## config.mk

```make
export PLATFORM = sky130hd
export DESIGN_NAME = hggo_ctrl
export DESIGN_NICKNAME = d
export VERILOG_FILES = /design/src/hdl/hggo_pkg.sv /design/src/hdl/hggo_ctrl.sv
export SDC_FILE = /design/constraint.sdc
export NUM_CORES = 1
export LEC_CHECK = 0
export ABC_CLOCK_PERIOD_IN_PS = 2000
export BUFFER_PORTS_ARGS = -buffer_cell sky130_fd_sc_hd__buf_4
export CORE_AREA = 3 3 40 42
export DETAILED_ROUTE_END_ITERATION = 12
export DIE_AREA = 0 0 43 45
export HOLD_SLACK_MARGIN = 0.1
export SETUP_SLACK_MARGIN = 0.3
export SYNTH_ARGS = -nofsm -noshare
export SYNTH_HDL_FRONTEND = slang
export SYNTH_SLANG_ARGS = --single-unit
export TNS_END_PERCENT = 30
```

## constraint.sdc

```tcl
create_clock -name clk -period 2 [get_ports clk]
set_input_delay 0.1 -clock clk [delete_from_list [all_inputs] [get_ports clk]]
set_output_delay 0.1 -clock clk [all_outputs]
set_load 0.1 [all_outputs]
```

## src/hdl/hggo_pkg.sv

```systemverilog
// Package for the height grid gradient obstacle block.
// Holds command codes, state type, constants and shared structs; no dependencies.
package hggo_pkg;

  localparam int unsigned GridSideDefault   = 2800;
  localparam int unsigned WindowHalfDefault = 10;

  typedef enum logic [1:0] {
    CMD_LOAD  = 2'd0,
    CMD_EVAL  = 2'd1,
    CMD_CLEAR = 2'd2,
    CMD_NONE  = 2'd3
  } cmd_t;

  typedef enum logic [1:0] {
    CLASS_FLAT     = 2'd0,
    CLASS_STEP     = 2'd1,
    CLASS_OBSTACLE = 2'd2,
    CLASS_EMPTY    = 2'd3
  } cell_class_t;

  localparam logic REG_ROBOT_X = 1'b0;
  localparam logic REG_ROBOT_Y = 1'b1;

  typedef enum logic [3:0] {
    ST_SWEEP,
    ST_IDLE,
    ST_LOAD_CHECK,
    ST_LOAD_READ,
    ST_LOAD_WRITE,
    ST_EVAL_CENTER,
    ST_EVAL_WAIT,
    ST_EVAL_SCAN,
    ST_EVAL_DRAIN,
    ST_EVAL_DONE,
    ST_OUT
  } state_t;

  // Commands from controller to datapath.
  typedef struct packed {
    logic capture;
    logic sweep_clear;
    logic sweep_step;
    logic load_calc;
    logic load_read;
    logic load_write;
    logic eval_setup;
    logic center_read;
    logic scan_read;
    logic scan_step;
    logic eval_finish;
  } dp_cmd_t;

  // Status from datapath to controller.
  typedef struct packed {
    logic sweep_last;
    logic load_ok;
    logic eval_ok;
    logic scan_last;
    cmd_t cmd;
  } dp_status_t;

endpackage

```

## src/hdl/hggo_ctrl.sv

```systemverilog
// Controller state machine for the height grid block.
// Depends on hggo_pkg.
module hggo_ctrl (
  input  logic                 clk,
  input  logic                 rst,
  input  logic                 in_valid,
  output logic                 in_ready,
  output logic                 out_valid,
  input  logic                 out_ready,
  output hggo_pkg::dp_cmd_t    cmd_o,
  input  hggo_pkg::dp_status_t status
);
  import hggo_pkg::*;

  state_t state, state_next;

  always_ff @(posedge clk) begin
    if (rst) state <= ST_SWEEP;
    else state <= state_next;
  end

  always_comb begin
    state_next = state;
    cmd_o      = '0;
    in_ready   = 1'b0;
    out_valid  = 1'b0;
    unique case (state)
      ST_SWEEP: begin
        cmd_o.sweep_clear = 1'b1;
        cmd_o.sweep_step  = 1'b1;
        if (status.sweep_last) state_next = ST_IDLE;
      end
      ST_IDLE: begin
        in_ready      = 1'b1;
        cmd_o.capture = in_valid;
        if (in_valid) state_next = ST_LOAD_CHECK;
      end
      ST_LOAD_CHECK: begin
        unique case (status.cmd)
          CMD_LOAD: begin
            cmd_o.load_calc = 1'b1;
            state_next = ST_LOAD_READ;
          end
          CMD_EVAL: begin
            cmd_o.eval_setup = 1'b1;
            state_next = ST_EVAL_CENTER;
          end
          CMD_CLEAR: state_next = ST_SWEEP;
          default:   state_next = ST_IDLE;
        endcase
      end
      ST_LOAD_READ: begin
        cmd_o.load_read = 1'b1;
        state_next = status.load_ok ? ST_LOAD_WRITE : ST_IDLE;
      end
      ST_LOAD_WRITE: begin
        cmd_o.load_write = 1'b1;
        state_next = ST_IDLE;
      end
      ST_EVAL_CENTER: state_next = ST_EVAL_WAIT;
      ST_EVAL_WAIT: begin
        cmd_o.center_read = 1'b1;
        state_next = status.eval_ok ? ST_EVAL_SCAN : ST_EVAL_DONE;
      end
      ST_EVAL_SCAN: begin
        cmd_o.scan_read = 1'b1;
        cmd_o.scan_step = 1'b1;
        if (status.scan_last) state_next = ST_EVAL_DRAIN;
      end
      ST_EVAL_DRAIN: state_next = ST_EVAL_DONE;
      ST_EVAL_DONE: begin
        cmd_o.eval_finish = 1'b1;
        state_next = ST_OUT;
      end
      ST_OUT: begin
        out_valid = 1'b1;
        if (out_ready) state_next = ST_IDLE;
      end
      default: state_next = ST_IDLE;
    endcase
  end
endmodule

```

# Word level (Yosys, flattened, before mapping)
# Index checks and enable logic that the tools add are counted.
[word_totals] register_bits=4 input_bits=10 out_inout_bits=13 wordCells=41
[classes] n_eq_ne=16 muxes=21 reduce_logical=3
[op_table] op="4-bit one-hot mux with 10 select lines" n=1
[op_table] op="4-bit two-way mux" n=5
[op_table] op="4-bit by 3-bit equality test with 1-bit output (second input constant)" n=4
[op_table] op="4-bit equality test (second input constant)" n=3
[op_table] op="1-bit two-way mux" n=11
[op_table] op="3-bit one-hot mux with 3 select lines" n=1
[op_table] op="4-bit by 2-bit equality test with 1-bit output (second input constant)" n=2
[op_table] op="2-bit inequality test (second input constant)" n=4
[op_table] op="4-bit by 1-bit equality test with 1-bit output (second input constant)" n=1
[op_table] op="4-bit zero test" n=1
[op_table] op="2-bit two-way mux" n=2
[op_table] op="4-bit AND reduction" n=1
[op_table] op="3-bit two-way mux" n=1
[op_table] op="2-bit by 1-bit equality test with 1-bit output (second input constant)" n=1
[op_table] op="2-bit equality test (second input constant)" n=1
[op_table] op="2-bit zero test" n=1

# Logic depth before layout (Yosys ltp)
[logic_depth] ltp_word=3 ltp_mapped=6 depth_no_buf=4

# Worst setup path before layout
# No wires, ideal clock.
[synth_path] kind="flip-flop to output port" from="register state[1]" to="output port cmd_o[9] (netlist name)" arrival_time_ps=4049 required_time_ps=1900 path_slack_ps=-2149 stages_incl_launch_ff=4 n_path_buf=2 cell_sequence="dfxtp_1 > buf_6 > nor4_1 > buf_4"
[synth_rtl] item="start: declaration" line_no="hggo_ctrl.sv:15" source="state_t state, state_next;"
[synth_rtl] item="start signal: assignment" line_no="hggo_ctrl.sv:19" source="else state <= state_next;"
[synth_rtl] item="end: declaration" line_no="hggo_ctrl.sv:10" source="output hggo_pkg::dp_cmd_t cmd_o,"

==> flow_summary_export.csv <==
group,metric,value,unit
placed_design,dp.cells,94,
timing,fin_setup_tns,0,ps
power,ir_drop,0.000414,V
setup_path,crit_required,1900,ps
cells_and_area,area_growth,73.0,%
min_path,hold_depth,3,
run_status,status,"completed",
cells_and_area,largest_reg_flops,4,
min_path,holdCritPathClass,"in2reg",
cells_and_area,diodes,0,
placed_design,gp_congestion,0.762,
timing,setup_viol,0,
cts,cts_buffer_depth,2,
die,pin_count,23,
routing,wl_per_cell,12.8,um
cts,clk-insertion-delay-late,250,ps
power,comb_power_share,0.646,
grt,grt_overflow,0,
setup_path,setup.worst_path.start_class,"flop",
cts,htreeDepth,1,
placed_design,dp_hpwl,986,um
cells_and_area,top_register,"state",
synth,yosys-top-cells-area,"dfxtp_1, nand2b_1, nor2_1, nor4_1, a21oi_1",
power,p_per_area,844,mW/mm2
power,p_clk_frac,0.169,
synth,synth_cells,61,
setup_path,crit_path_end_kind,"output pin",
power,p_int,0.273,mW
setup_path,crit_type,"reg2out",
synth,yosysSeqAreaShare,0.186,
die,initial_core_util,0.336,
routing,dr_total_vias,530,
power,p_leak,0.292,nW
cts,clk_pin_slew,40,ps
timing,fmaxAchievable,595,MHz
grt,grt_usage,0.144,
routing,drt-initial-drc-count,5,
synth,yosysUniqueCellTypes,32,
cells_and_area,nets,95,
cts,cts-root-buf,"clkbuf_4",
synth,ys_dominant_reg_cell,"dfxtp_1",
grt,grt_max_degree,14,
timing,fin_crit_sh,0.841,
synth,yosysWarnings,0,
routing,drc,0,
grt,grt_pass1_wl,2.13,mm
synth,synth_enable_flop_cells,0,
placed_design,io_buffers,22,
cells_and_area,stdcell_count,98,
die,rows,13,
routing,antenna_left,0,
die,die_y,45,um
setup_path,critPathArrivalTime,1580,ps
power,total_power,0.630,mW
power,pwr-share-seq,0.185,
synth,yosysMostFrequentCell,"nand2b_1",
grt,antenna_found_initial,0,
cts,cts-buffers-inserted,3,
synth,synth_seq_cells,4,
setup_path,crit_fanout,9,
timing,rsz0062_at_grt,"yes",
timing,worstMarginPinSlew,350,ps
power,p_sw_frac,0.566,
run,max_cap_viol_count,0,
synth,syn_nets,71,
cts,clock-sinks,4,
timing,slew_headroom,0.767,
synth,synthArstFlopShare,0,
synth,syn_area_per_cell,7.08,um2
synth,yosys.area.top_type_share,0.186,
setup_path,r2r-start,"state[1]",
cells_and_area,top_regs,"state x4",
synth,netlist_area,432,um2
die,die_area,0.00194,mm2
timing,fin_skew,7.69,ps
setup_path,r2r-end,"state[1]",
die,core-area,0.00128,mm2
routing,viasPerCell,5.41,
synth,synthTopCellsByCount,"nand2b_1, nor2_1, dfxtp_1, inv_1",
min_path,hp-start,"in_valid",
min_path,min_to,"state[1]",
timing,hold-worst-slack,175,ps
synth,synth_top_cell_by_area,"dfxtp_1",
cells_and_area,drive_above_1_share,0.554,
cts,tritoncts,"done",
timing,finalCriticalPeriod,1680,ps
setup_path,r2r_cells,5,
timing,finalHoldViolations,0,
grt,grt_pass1_vias,508,
routing,firstDrtPassIters,4,
setup_path,reg2reg_setup_slack,420,ps
die,die_w,43,um
power,switchingPower,0.357,mW
routing,wl,1.25,mm
timing,finalMaxSlewViolations,0,
cell families after synthesis:
kind of cell           count (synthesis)  share of synthesized area
DFF                                    4                      0.186
buffers and inverters                 11                      0.133
and+or+nand+nor                       31                      0.414
AOI/OAI and AO/OA                     15                      0.267
cells in the final DEF (no fill, tap or decap), types with 2 or more instances in the layout:
cell	synthesis	final
buf_4	2	22
nand4_1	2	2
nor2_1	6	3
nor2_4	0	2
nor3_4	0	2
buf_6	1	2
inv_1	4	4
nand2b_1	7	6
nor4_4	0	2
a21oi_1	3	2
nand2_1	2	2
dfxtp_2	0	2
clkbuf_4	0	3
metal layers:
| metal | vias to the layer above | GRT usage | routed length [um] |
|---|---|---|---|
| met3 | 5 | 0.0199 | 105 |
| li1 | 272 | - | - |
| met4 | 0 | 0.0723 | 34 |
| met1 | 232 | 0.177 | 524 |
| met5 | - | 0 | 0 |
| met2 | 21 | 0.246 | 589 |
layout make-up:
cell class	instances	area [um2]
Clock buffer	3	22.5
Fill cell	127	538
Inverter	4	15.0
Multi-Input combinational cell	46	387
Sequential cell	4	86.3
Tap cell	15	18.8
Timing Repair Buffer	26	218
worst max-delay path, stage by stage (launching register included):
cell     delay (ps)
dfxtp_2         360
buf_4           180
or3b_2          500
nor2_4          120
buf_12          180
metrics by stage:
step | util | instance area (um2) | setup WS [ps]
after floorplan | - | 532 | -57.3
after global placement | 0.533 | 684 | 367
after detailed placement | 0.533 | 684 | 348
after CTS | 0.572 | 734 | 295
after global routing | 0.581 | 747 | 250
final | 0.581 | 747 | 318
power groups by stage:
stage | Sequential, mW | Clock, mW | Combinational, mW
CTS | 0.117 | 0.108 | 0.405
global placement | 0.118 | 0 | 0.403
global route | 0.120 | 0.114 | 0.427
finish | 0.117 | 0.106 | 0.407
floorplan | 0.101 | 0 | 0.358
detailed placement | 0.118 | 0 | 0.403
how the worst max path moves through the flow:
stage / start / to / slack [ps] / depth (start not counted)
2_1_floorplan: state[3] / cmd_o[10] / -60 / 4
3_3_place_gp: state[0] / state[1] / 370 / 4
3_5_place_dp: state[0] / state[1] / 350 / 4
4_1_cts: state[2] / cmd_o[7] / 290 / 5
5_1_grt: state[0] / cmd_o[10] / 250 / 4
6_report: state[2] / cmd_o[0] / 320 / 4
timing repair:
action                                  CTS  global route
buffers inserted                          0             0
hold buffers                              1             0
pin swaps                                 0             0
resized for setup                         6             3
hold endpoints to repair                  1             0
endpoints found under the setup margin    7             4
(Power assumes the default switching activity.)
